File: config.mk
export PLATFORM = sky130hd
export DESIGN_NAME = at_content_binner
export DESIGN_NICKNAME = d
export VERILOG_FILES = /design/src/sv/atcb_pkg.sv /design/src/sv/atcb_front.sv /design/src/sv/atcb_fifo.sv /design/src/sv/atcb_back.sv /design/src/sv/at_content_binner.sv
export SDC_FILE = /design/constraint.sdc
export NUM_CORES = 1
export LEC_CHECK = 0
export ABC_AREA = 1
export BUFFER_PORTS_ARGS = -buffer_cell sky130_fd_sc_hd__buf_2
export CORE_ASPECT_RATIO = 1.25
export CORE_MARGIN = 2
export CORE_UTILIZATION = 33
export CTS_BUF_LIST = sky130_fd_sc_hd__clkbuf_2
export DETAILED_ROUTE_END_ITERATION = 12
export SETUP_SLACK_MARGIN = 0.02
export SYNTH_ARGS = -nofsm -noshare
export SYNTH_HDL_FRONTEND = slang
export SYNTH_HIERARCHICAL = 1
export SYNTH_SLANG_ARGS = --single-unit
File: constraint.sdc
create_clock -name clock -period 18.15 [get_ports clock]
set_input_delay 2.7225 -clock clock [delete_from_list [all_inputs] [get_ports clock]]
set_output_delay 2.7225 -clock clock [all_outputs]
set_load 0.01 [all_outputs]
File: src/sv/atcb_pkg.sv
// ----------------------------------------------------------------------------
// atcb_pkg
// Shared constants and types of the binned AT content block.
// ----------------------------------------------------------------------------
package atcb_pkg;

   // byte codes
   localparam logic [7:0] ASCII_NL    = 8'h0A;
   localparam logic [7:0] ASCII_GT    = 8'h3E;
   localparam logic [7:0] ASCII_A     = 8'h41;
   localparam logic [7:0] ASCII_T     = 8'h54;
   localparam logic [7:0] ASCII_U     = 8'h55;
   localparam logic [7:0] LOWER_A     = 8'h61;
   localparam logic [7:0] LOWER_Z     = 8'h7A;
   localparam logic [7:0] CASE_OFFSET = 8'd32;

   // bin size after reset
   localparam logic [15:0] BIN_SIZE_RESET = 16'd100;

   // percent in 1/256 units: at * 100 * 256 / bases
   localparam logic [6:0]  PCT_SCALE = 7'd100;
   localparam int          SCALE_W   = 7;
   localparam int          FRAC_BITS = 8;
   localparam int          PCT_BITS  = 15;
   localparam logic [14:0] PCT_FULL  = 15'd25600;

   // depth of the bin queue between front and back
   localparam int QUEUE_DEPTH = 4;

   typedef struct packed {
      logic is_final;
      logic last;
   } atcb_flags_type;

endpackage

File: src/sv/atcb_front.sv
// ----------------------------------------------------------------------------
// atcb_front
// Parses the byte stream, counts bases and AT per bin, queues closed bins.
// ----------------------------------------------------------------------------
module atcb_front #(
   parameter int COUNT_WIDTH = 16,
   parameter int JOB_W       = 32 + 2 * COUNT_WIDTH + 2
) (
   input  logic             clock,
   input  logic             reset,
   input  logic             req_valid,
   output logic             req_ready,
   input  logic [7:0]       req_byte_in,
   input  logic             req_end_of_input,
   input  logic             csr_write_enable,
   input  logic [15:0]      csr_bin_size,
   input  logic             queue_full,
   output logic             push_valid,
   output logic [JOB_W-1:0] push_data
);

   localparam int EW = (COUNT_WIDTH > 16) ? COUNT_WIDTH : 16;
   localparam logic [COUNT_WIDTH-1:0] CNT_MAX = {COUNT_WIDTH{1'b1}};

   function automatic logic [COUNT_WIDTH-1:0] clamp_size(input logic [15:0] s);
      logic [EW-1:0] se;
      logic [EW-1:0] me;
      logic [EW-1:0] r;
      se = EW'(s);
      me = EW'(CNT_MAX);
      r  = (se > me) ? me : se;
      if (r == '0) begin
         r = EW'(1);
      end
      return COUNT_WIDTH'(r);
   endfunction

   localparam logic [COUNT_WIDTH-1:0] EFF_RESET = clamp_size(atcb_pkg::BIN_SIZE_RESET);

   logic [15:0]            bin_size_ff;
   logic [COUNT_WIDTH-1:0] bases_ff;
   logic [COUNT_WIDTH-1:0] at_ff;
   logic [31:0]            pos_ff;
   logic                   line_start_ff;
   logic                   header_ff;
   logic                   pend_valid_ff;
   logic [JOB_W-1:0]       pend_data_ff;

   logic [COUNT_WIDTH-1:0] eff_size;
   logic [COUNT_WIDTH-1:0] csr_eff;
   logic                   accept;
   logic                   is_nl;
   logic                   header_in;
   logic                   is_base;
   logic [7:0]             ucase;
   logic                   is_at;
   logic [COUNT_WIDTH-1:0] bases_inc;
   logic [COUNT_WIDTH-1:0] at_inc;
   logic                   bin_full;
   logic [31:0]            pos_full;
   logic [COUNT_WIDTH-1:0] bases_rem;
   logic [COUNT_WIDTH-1:0] at_rem;
   logic [31:0]            pos_rem;
   logic [JOB_W-1:0]       full_job;
   logic [JOB_W-1:0]       final_job;
   atcb_pkg::atcb_flags_type full_flags;
   atcb_pkg::atcb_flags_type final_flags;

   assign eff_size  = clamp_size(bin_size_ff);
   assign csr_eff   = clamp_size(csr_bin_size);
   assign req_ready = !pend_valid_ff && !queue_full;
   assign accept    = req_valid && req_ready;

   always_comb begin
      is_nl     = (req_byte_in == atcb_pkg::ASCII_NL);
      header_in = is_nl ? 1'b0
                        : (header_ff || (line_start_ff && req_byte_in == atcb_pkg::ASCII_GT));
      is_base   = !is_nl && !header_in;
      ucase     = (req_byte_in >= atcb_pkg::LOWER_A && req_byte_in <= atcb_pkg::LOWER_Z)
                  ? (req_byte_in - atcb_pkg::CASE_OFFSET) : req_byte_in;
      is_at     = (ucase == atcb_pkg::ASCII_A) || (ucase == atcb_pkg::ASCII_T)
                  || (ucase == atcb_pkg::ASCII_U);
      bases_inc = bases_ff + COUNT_WIDTH'(is_base);
      at_inc    = at_ff + COUNT_WIDTH'(is_base && is_at);
      bin_full  = is_base && (bases_inc >= eff_size);
      pos_full  = pos_ff + 32'(eff_size);
      bases_rem = bin_full ? '0 : bases_inc;
      at_rem    = bin_full ? '0 : at_inc;
      pos_rem   = bin_full ? pos_full : pos_ff;

      full_flags.is_final  = 1'b0;
      full_flags.last      = !req_end_of_input;
      final_flags.is_final = 1'b1;
      final_flags.last     = 1'b1;
      full_job  = {pos_full, at_inc, bases_inc, full_flags};
      final_job = {pos_rem + 32'(bases_rem), at_rem, bases_rem, final_flags};

      if (pend_valid_ff) begin
         push_valid = !queue_full;
         push_data  = pend_data_ff;
      end else begin
         push_valid = accept && (bin_full || req_end_of_input);
         push_data  = bin_full ? full_job : final_job;
      end
   end

   always_ff @(posedge clock) begin
      if (reset) begin
         bin_size_ff   <= atcb_pkg::BIN_SIZE_RESET;
         bases_ff      <= '0;
         at_ff         <= '0;
         pos_ff        <= 32'd0 - 32'(EFF_RESET >> 1);
         line_start_ff <= 1'b1;
         header_ff     <= 1'b0;
         pend_valid_ff <= 1'b0;
      end else if (csr_write_enable) begin
         // new bin size restarts the stream
         bin_size_ff   <= csr_bin_size;
         bases_ff      <= '0;
         at_ff         <= '0;
         pos_ff        <= 32'd0 - 32'(csr_eff >> 1);
         line_start_ff <= 1'b1;
         header_ff     <= 1'b0;
         pend_valid_ff <= 1'b0;
      end else begin
         if (pend_valid_ff && !queue_full) begin
            pend_valid_ff <= 1'b0;
         end
         if (accept) begin
            if (bin_full && req_end_of_input) begin
               pend_valid_ff <= 1'b1;
               pend_data_ff  <= final_job;
            end
            if (req_end_of_input) begin
               bases_ff      <= '0;
               at_ff         <= '0;
               pos_ff        <= 32'd0 - 32'(eff_size >> 1);
               line_start_ff <= 1'b1;
               header_ff     <= 1'b0;
            end else begin
               bases_ff      <= bases_rem;
               at_ff         <= at_rem;
               pos_ff        <= pos_rem;
               line_start_ff <= is_nl;
               header_ff     <= header_in;
            end
         end
      end
   end

   a_pend_blocks_input: assert property (@(posedge clock) disable iff (reset)
      pend_valid_ff |-> !req_ready)
      else $error("front accepts a byte while a final bin is pending");

   a_double_bin_pends: assert property (@(posedge clock) disable iff (reset)
      (accept && bin_full && req_end_of_input && !csr_write_enable) |=> pend_valid_ff)
      else $error("final bin after a full bin was not held");

endmodule

File: src/sv/atcb_fifo.sv
// ----------------------------------------------------------------------------
// atcb_fifo
// Short queue of closed bins between the front and the back.
// ----------------------------------------------------------------------------
module atcb_fifo #(
   parameter int WIDTH = 66,
   parameter int DEPTH = 4
) (
   input  logic             clock,
   input  logic             reset,
   input  logic             push,
   input  logic [WIDTH-1:0] push_data,
   input  logic             pop,
   output logic             full,
   output logic             not_empty,
   output logic [WIDTH-1:0] pop_data
);

   localparam int PW = (DEPTH > 1) ? $clog2(DEPTH) : 1;
   localparam int CW = $clog2(DEPTH + 1);
   localparam logic [PW-1:0] PTR_LAST = PW'(DEPTH - 1);
   localparam logic [CW-1:0] CNT_FULL = CW'(DEPTH);

   logic [WIDTH-1:0] entry_ff [DEPTH];
   logic [PW-1:0]    wr_ptr_ff;
   logic [PW-1:0]    rd_ptr_ff;
   logic [CW-1:0]    count_ff;
   logic             do_push;
   logic             do_pop;

   assign full      = (count_ff == CNT_FULL);
   assign not_empty = (count_ff != '0);
   assign pop_data  = entry_ff[rd_ptr_ff];
   assign do_push   = push && !full;
   assign do_pop    = pop && not_empty;

   always_ff @(posedge clock) begin
      if (reset) begin
         wr_ptr_ff <= '0;
         rd_ptr_ff <= '0;
         count_ff  <= '0;
      end else begin
         if (do_push) begin
            entry_ff[wr_ptr_ff] <= push_data;
            wr_ptr_ff <= (wr_ptr_ff == PTR_LAST) ? '0 : wr_ptr_ff + PW'(1);
         end
         if (do_pop) begin
            rd_ptr_ff <= (rd_ptr_ff == PTR_LAST) ? '0 : rd_ptr_ff + PW'(1);
         end
         if (do_push && !do_pop) begin
            count_ff <= count_ff + CW'(1);
         end else if (do_pop && !do_push) begin
            count_ff <= count_ff - CW'(1);
         end
      end
   end

   a_no_push_when_full: assert property (@(posedge clock) disable iff (reset)
      !(push && full))
      else $error("bin pushed into a full queue");

endmodule

File: src/sv/atcb_back.sv
// ----------------------------------------------------------------------------
// atcb_back
// Turns a closed bin into a result: scale, divide bit by bit, register out.
// ----------------------------------------------------------------------------
module atcb_back #(
   parameter int COUNT_WIDTH = 16,
   parameter int JOB_W       = 32 + 2 * COUNT_WIDTH + 2
) (
   input  logic              clock,
   input  logic              reset,
   input  logic              job_valid,
   input  logic [JOB_W-1:0]  job_data,
   output logic              job_pop,
   output logic              rsp_valid,
   input  logic              rsp_ready,
   output logic signed [31:0] rsp_bin_position,
   output logic [14:0]       rsp_percent_q8,
   output logic [15:0]       rsp_bin_bases,
   output logic              rsp_is_final_bin,
   output logic              rsp_last
);

   localparam int MW = COUNT_WIDTH + atcb_pkg::SCALE_W;
   localparam int LO = atcb_pkg::PCT_BITS - atcb_pkg::FRAC_BITS;
   localparam int SW = $clog2(atcb_pkg::PCT_BITS);
   localparam logic [SW-1:0] STEP_LAST = SW'(atcb_pkg::PCT_BITS - 1);

   typedef enum logic [1:0] {
      S_IDLE,
      S_MUL,
      S_DIV,
      S_DONE
   } state_type;

   state_type                   state_ff;
   logic [31:0]                 pos_ff;
   logic [COUNT_WIDTH-1:0]      at_ff;
   logic [COUNT_WIDTH-1:0]      bases_ff;
   atcb_pkg::atcb_flags_type    flags_ff;
   logic [COUNT_WIDTH-1:0]      rem_ff;
   logic [atcb_pkg::PCT_BITS-1:0] num_ff;
   logic [atcb_pkg::PCT_BITS-1:0] quo_ff;
   logic [SW-1:0]               step_ff;
   logic                        out_valid_ff;

   logic [31:0]                 job_pos;
   logic [COUNT_WIDTH-1:0]      job_at;
   logic [COUNT_WIDTH-1:0]      job_bases;
   atcb_pkg::atcb_flags_type    job_flags;
   logic [MW-1:0]               prod;
   logic [COUNT_WIDTH:0]        trial;
   logic [COUNT_WIDTH:0]        diff;
   logic                        qbit;

   assign {job_pos, job_at, job_bases, job_flags} = job_data;
   assign job_pop   = (state_ff == S_IDLE) && job_valid;
   assign rsp_valid = out_valid_ff;

   always_comb begin
      prod  = MW'(at_ff) * MW'(atcb_pkg::PCT_SCALE);
      trial = {rem_ff, num_ff[atcb_pkg::PCT_BITS-1]};
      diff  = trial - {1'b0, bases_ff};
      qbit  = !diff[COUNT_WIDTH];
   end

   always_ff @(posedge clock) begin
      if (reset) begin
         state_ff     <= S_IDLE;
         out_valid_ff <= 1'b0;
      end else begin
         if (out_valid_ff && rsp_ready && state_ff != S_DONE) begin
            out_valid_ff <= 1'b0;
         end
         unique case (state_ff)
            S_IDLE: begin
               if (job_valid) begin
                  pos_ff   <= job_pos;
                  at_ff    <= job_at;
                  bases_ff <= job_bases;
                  flags_ff <= job_flags;
                  state_ff <= S_MUL;
               end
            end
            S_MUL: begin
               // at <= bases, so the top part of the numerator is below the divisor
               rem_ff   <= prod[MW-1:LO];
               num_ff   <= {prod[LO-1:0], atcb_pkg::FRAC_BITS'(0)};
               quo_ff   <= '0;
               step_ff  <= '0;
               state_ff <= S_DIV;
            end
            S_DIV: begin
               rem_ff  <= qbit ? diff[COUNT_WIDTH-1:0] : trial[COUNT_WIDTH-1:0];
               num_ff  <= num_ff << 1;
               quo_ff  <= {quo_ff[atcb_pkg::PCT_BITS-2:0], qbit};
               step_ff <= step_ff + SW'(1);
               if (step_ff == STEP_LAST) begin
                  state_ff <= S_DONE;
               end
            end
            S_DONE: begin
               if (!out_valid_ff || rsp_ready) begin
                  out_valid_ff     <= 1'b1;
                  rsp_bin_position <= pos_ff;
                  rsp_percent_q8   <= (bases_ff == '0) ? '0 : quo_ff;
                  rsp_bin_bases    <= 16'(bases_ff);
                  rsp_is_final_bin <= flags_ff.is_final;
                  rsp_last         <= flags_ff.last;
                  state_ff         <= S_IDLE;
               end
            end
            default: begin
               state_ff <= S_IDLE;
            end
         endcase
      end
   end

   a_step_in_range: assert property (@(posedge clock) disable iff (reset)
      (state_ff == S_DIV) |-> (step_ff <= STEP_LAST))
      else $error("divider ran past its last quotient bit");

   a_percent_bounded: assert property (@(posedge clock) disable iff (reset)
      rsp_valid |-> (rsp_percent_q8 <= atcb_pkg::PCT_FULL))
      else $error("percent above one hundred");

endmodule

File: src/sv/at_content_binner.sv
// ----------------------------------------------------------------------------
// at_content_binner
// Binned AT content of a FASTA byte stream, one byte per request.
// ----------------------------------------------------------------------------
// The front takes one byte per cycle unless the queue is full or a final bin
// is held: header lines starting with '>' are skipped to the newline,
// newlines are not bases, and a, t, u, A, T, U count as AT. Every closed bin
// (bin_size bases, or the partial bin flushed after a byte marked
// end_of_input) goes into a four-entry queue. The back works one bin at a
// time and in order: it takes the bin from the queue, multiplies by 100,
// runs the bit-per-cycle division that gives the percent in 1/256 units, and
// loads the output register, where it waits while the receiver stalls. When
// bins close faster than the back finishes them, the queue fills and the
// stream is held back. A byte that both completes a full bin and ends the
// input yields two results and blocks the input until the second one has
// entered the queue.
// Writing csr_bin_size restarts the stream (counts cleared, position back to
// minus half the bin size); do so only while no request is in flight.
// ----------------------------------------------------------------------------
module at_content_binner #(
   parameter int COUNT_WIDTH = 16
) (
   input  logic               clock,
   input  logic               reset,
   // byte requests
   input  logic               req_valid,
   output logic               req_ready,
   input  logic [7:0]         req_byte_in,
   input  logic               req_end_of_input,
   // bin results
   output logic               rsp_valid,
   input  logic               rsp_ready,
   output logic signed [31:0] rsp_bin_position,
   output logic [14:0]        rsp_percent_q8,
   output logic [15:0]        rsp_bin_bases,
   output logic               rsp_is_final_bin,
   output logic               rsp_last,
   // bin size register
   input  logic               csr_write_enable,
   input  logic [15:0]        csr_bin_size
);

   // queued bin: position, AT count, base count, flags
   localparam int JOB_W = 32 + 2 * COUNT_WIDTH + 2;

   logic             push_valid;
   logic [JOB_W-1:0] push_data;
   logic             queue_full;
   logic             queue_not_empty;
   logic [JOB_W-1:0] queue_data;
   logic             queue_pop;

   // parser and bin counters
   atcb_front #(
      .COUNT_WIDTH (COUNT_WIDTH),
      .JOB_W       (JOB_W)
   ) u_front (
      .clock            (clock),
      .reset            (reset),
      .req_valid        (req_valid),
      .req_ready        (req_ready),
      .req_byte_in      (req_byte_in),
      .req_end_of_input (req_end_of_input),
      .csr_write_enable (csr_write_enable),
      .csr_bin_size     (csr_bin_size),
      .queue_full       (queue_full),
      .push_valid       (push_valid),
      .push_data        (push_data)
   );

   // decouples the byte rate from the per-bin division
   atcb_fifo #(
      .WIDTH (JOB_W),
      .DEPTH (atcb_pkg::QUEUE_DEPTH)
   ) u_fifo (
      .clock     (clock),
      .reset     (reset),
      .push      (push_valid),
      .push_data (push_data),
      .pop       (queue_pop),
      .full      (queue_full),
      .not_empty (queue_not_empty),
      .pop_data  (queue_data)
   );

   // percent computation and result register
   atcb_back #(
      .COUNT_WIDTH (COUNT_WIDTH),
      .JOB_W       (JOB_W)
   ) u_back (
      .clock            (clock),
      .reset            (reset),
      .job_valid        (queue_not_empty),
      .job_data         (queue_data),
      .job_pop          (queue_pop),
      .rsp_valid        (rsp_valid),
      .rsp_ready        (rsp_ready),
      .rsp_bin_position (rsp_bin_position),
      .rsp_percent_q8   (rsp_percent_q8),
      .rsp_bin_bases    (rsp_bin_bases),
      .rsp_is_final_bin (rsp_is_final_bin),
      .rsp_last         (rsp_last)
   );

endmodule

==> results.sh <==
export IMPL_worstPathRequired_ns=19.20
export IMPL_setup_viol=0
export IMPL_antenna_found_initial=3
export IMPL_clockRootBuffer="clkbuf_2"
export IMPL_clk_latency_ns=1.35
export IMPL_syn_avg_cell_area_um2=9.29
export IMPL_yosys_warnings=6
export IMPL_grt_overflow=0
export IMPL_leakage_nw=14.7
export IMPL_multi_input_comb_area_um2=12800
export IMPL_cp_arrival_ns=9.19
export IMPL_fillerInstances=9887
export IMPL_firstDrtPassIters=5
export IMPL_globalRouteTotalUtil_pct=17.0
export IMPL_report_final_slew_viol_count=0
export IMPL_core_area_um2=96000
export IMPL_grt_pass1_wl_um=131000
export IMPL_ant_nets=0
export IMPL_grt_met2_usage_pct=29.0
export IMPL_end_kind="flop"
export IMPL_drt_first_iter_violations=1427
export IMPL_vdd_drop_max_mv=0.0687
export IMPL_cts_resized=0
export IMPL_nets=3762
export IMPL_syn_to_final_growth_pct=9.72
export IMPL_period_needed_ns=8.14
export IMPL_yosys_register_bits=594
export IMPL_ys_async_sr_fraction_pct=0
export IMPL_cpMostUsedCell="nand2_1"
export IMPL_grt_max_degree=83
export IMPL_wirelength_um=84100
export IMPL_hold_buffers=0
export IMPL_cts_setup_buffers=0
export IMPL_vias_per_cell=4.82
export IMPL_rsz0062_at_grt="no"
export IMPL_p_per_area_nw_per_um2=130
export IMPL_vias=24100
export IMPL_cts_max_level=4
export IMPL_avgRoutedWirePerCell_um=16.8
export IMPL_synth_cell_types=71
export IMPL_cap_viol_max_count=0
export IMPL_hold_class="flop to flop"
export IMPL_rows=127
export IMPL_tns_ns=0
export IMPL_period_share_pct=44.8
export IMPL_final_cell_mix="744 x nand2_1, 499 x edfxtp_1, 426 x inv_1, 335 x nor2_1, 228 x o21ai_0"
export IMPL_die_area_um2=99400
export IMPL_ys_flop_type="edfxtp_1"
export IMPL_syn_inst=3442
export IMPL_synth_edf_count=499
export IMPL_slowest_delay_ns=0.45
export IMPL_maxClockFrequency_ghz=0.123
export IMPL_start_util_pct=33.3
export IMPL_netlist_area_um2=32000
export IMPL_worst_pin_slew_ns=1.10
export IMPL_gr_max_usage_layer="met2"
export IMPL_clock_sinks=594
export IMPL_cts_tree="done"
export IMPL_portBuffers=96
export IMPL_outcome="finished, final reports clean"
export IMPL_clk_pin_slew_ns=0.10
export IMPL_drc=0
export IMPL_synth_nets=3613
export IMPL_cp_max_fo=82
export IMPL_grt_pass1_vias=23700
export IMPL_hold_slack_ns=0.422
export IMPL_fp_dieH_um=352
export IMPL_hpwlAfterDp_um=60000
export IMPL_ys_seq_area_share_pct=52.8
export IMPL_cp_start_kind="primary input"
export IMPL_worstSetupPathType="primary input to flop"
export IMPL_slowest_stage="nand2_8"
export IMPL_layout_commonest_cell="nand2_1"
export IMPL_die_w_um=282
export IMPL_drive_gt1_share_pct=15.4
export IMPL_finClkSkew_ns=0.0869
export IMPL_clock_path_buffers=3
export IMPL_ff_latch_area_um2=16900
export IMPL_pin_count=97
export IMPL_hold_viol_final=0
export IMPL_gr_usage_met3_pct=3.23
export IMPL_grt_met1_usage_pct=21.3
export IMPL_slew_headroom_pct=26.9
export IMPL_routabilityCongestion=0.917
export IMPL_cts_buffers_inserted=153
final cells by class:
| cell class | count | area share (%) |
|---|---|---|
| clock buffer | 207 | 2.95 |
| sequential | 594 | 48.2 |
| timing repair buffer | 121 | 1.91 |
| tap | 1290 | 4.60 |
| inverter | 445 | 4.78 |
| clock inverter | 61 | 1.15 |
| multi-input combinational | 2276 | 36.4 |
| antenna | 3 | 0.0214 |
cell usage after synthesis (4+ instances only):
library cell / n / area [um2]
nand3_2: 9 / 90.1
nand2_4: 5 / 56.3
inv_1: 426 / 1600
dfxtp_1: 95 / 1900
clkbuf_1: 81 / 304
fa_1: 14 / 280
inv_2: 14 / 52.6
nand4_1: 36 / 225
and2_1: 21 / 131
a21oi_1: 152 / 761
o21ai_0: 228 / 1140
ha_1: 127 / 1590
nor2_1: 343 / 1290
nor2_4: 43 / 484
nand2_8: 4 / 80.1
o21ai_1: 22 / 110
buf_6: 10 / 113
xnor2_1: 8 / 70.1
o21bai_1: 8 / 60.1
buf_12: 6 / 120
xor2_2: 6 / 97.6
buf_1: 9 / 33.8
o21ai_2: 10 / 87.6
o221ai_1: 6 / 52.6
xor2_1: 41 / 359
nand3b_1: 16 / 120
or2_2: 6 / 37.5
nor3_1: 25 / 125
nor4_1: 6 / 37.5
nor2_2: 12 / 75.1
o22ai_1: 26 / 163
nand2_1: 744 / 2790
nand3_1: 199 / 996
a31oi_1: 22 / 138
o22ai_2: 40 / 500
buf_2: 17 / 85.1
edfxtp_1: 499 / 15000
o211ai_1: 21 / 158
nand2_2: 39 / 244
power by group:
part           total (mW)  internal [mW]  switching, mW
registers            1.79           1.70         0.0956
logic                1.82          0.586           1.23
clock network       0.939          0.378          0.561
total                4.55           2.66           1.89
final timing paths:
| path | from | slack (ns) | to | depth (start not counted) |
|---|---|---|---|---|
| max | req_byte_in[0] | 10.01 | u_fifo/entry_ff[0][55] | 34 |
| max reg2reg | u_front/line_start_ff | 11.29 | u_fifo/entry_ff[0][55] | 32 |
| min reg2reg | u_back/pos_ff[24] | 0.42 | u_back/rsp_bin_position[24] | 0 |
| min | u_back/pos_ff[24] | 0.42 | u_back/rsp_bin_position[24] | 0 |
critical path: cells and delay by family:
family                   cells  cell delay, ns
adder cells (fa/ha/maj)      4            1.07
buffers and inverters        6            0.91
AO/OA/AOI/OAI                7            1.74
XOR/XNOR                     1            0.26
AND/OR/NAND/NOR             16            2.40
registers in the layout, indices dropped and copies added, names as in the netlist, 3 cells and up, named ones only:
register / flops
u_back/at_ff: 16
u_back/bases_ff: 16
u_back/num_ff: 5
u_back/pos_ff: 32
u_back/quo_ff: 15
u_back/rem_ff: 16
u_back/rsp_bin_bases: 16
u_back/rsp_bin_position: 32
u_back/rsp_percent_q8: 15
u_back/step_ff: 4
u_fifo/count_ff: 3
u_fifo/entry_ff: 264
u_front/at_ff: 16
u_front/bases_ff: 16
u_front/bin_size_ff: 16
u_front/pend_data_ff: 64
u_front/pos_ff: 32
per-stage QoR:
step / utilization, % / setup slack, ns / cells / power [mW] / area (um2)
after global routing: 36.5 / 9.47 / 4997 / 4.90 / 35100
after CTS: 36.5 / 10.33 / 4994 / 4.61 / 35100
after global placement: 35.0 / 8.97 / 4726 / 3.64 / 33600
final: 36.5 / 10.01 / 4997 / 4.55 / 35100
after floorplan: - / 8.22 / 3442 / 3.16 / 32000
after detailed placement: 35.0 / 8.82 / 4726 / 3.65 / 33600
logic make-up (layout without fill, tap and decap cells):
group | after synthesis | after routing | synth area share (%)
AND/OR/NAND/NOR | 1522 | 1522 | 21.6
XOR/XNOR | 56 | 56 | 1.70
buffers and inverters | 572 | 834 | 7.42
other | 0 | 3 | 0
adder cells (fa/ha/maj) | 141 | 141 | 5.85
flip-flops | 594 | 594 | 52.8
AO/OA/AOI/OAI | 557 | 557 | 10.6
per-layer routing:
| layer | wire length [um] | share of wire (%) |
|---|---|---|
| met1 | 36900 | 44 |
| met4 | 2410 | 2.9 |
| met2 | 40900 | 49 |
| met5 | 13 | 0.015 |
| met3 | 3820 | 4.5 |
Power figures use the tool's default switching activity.
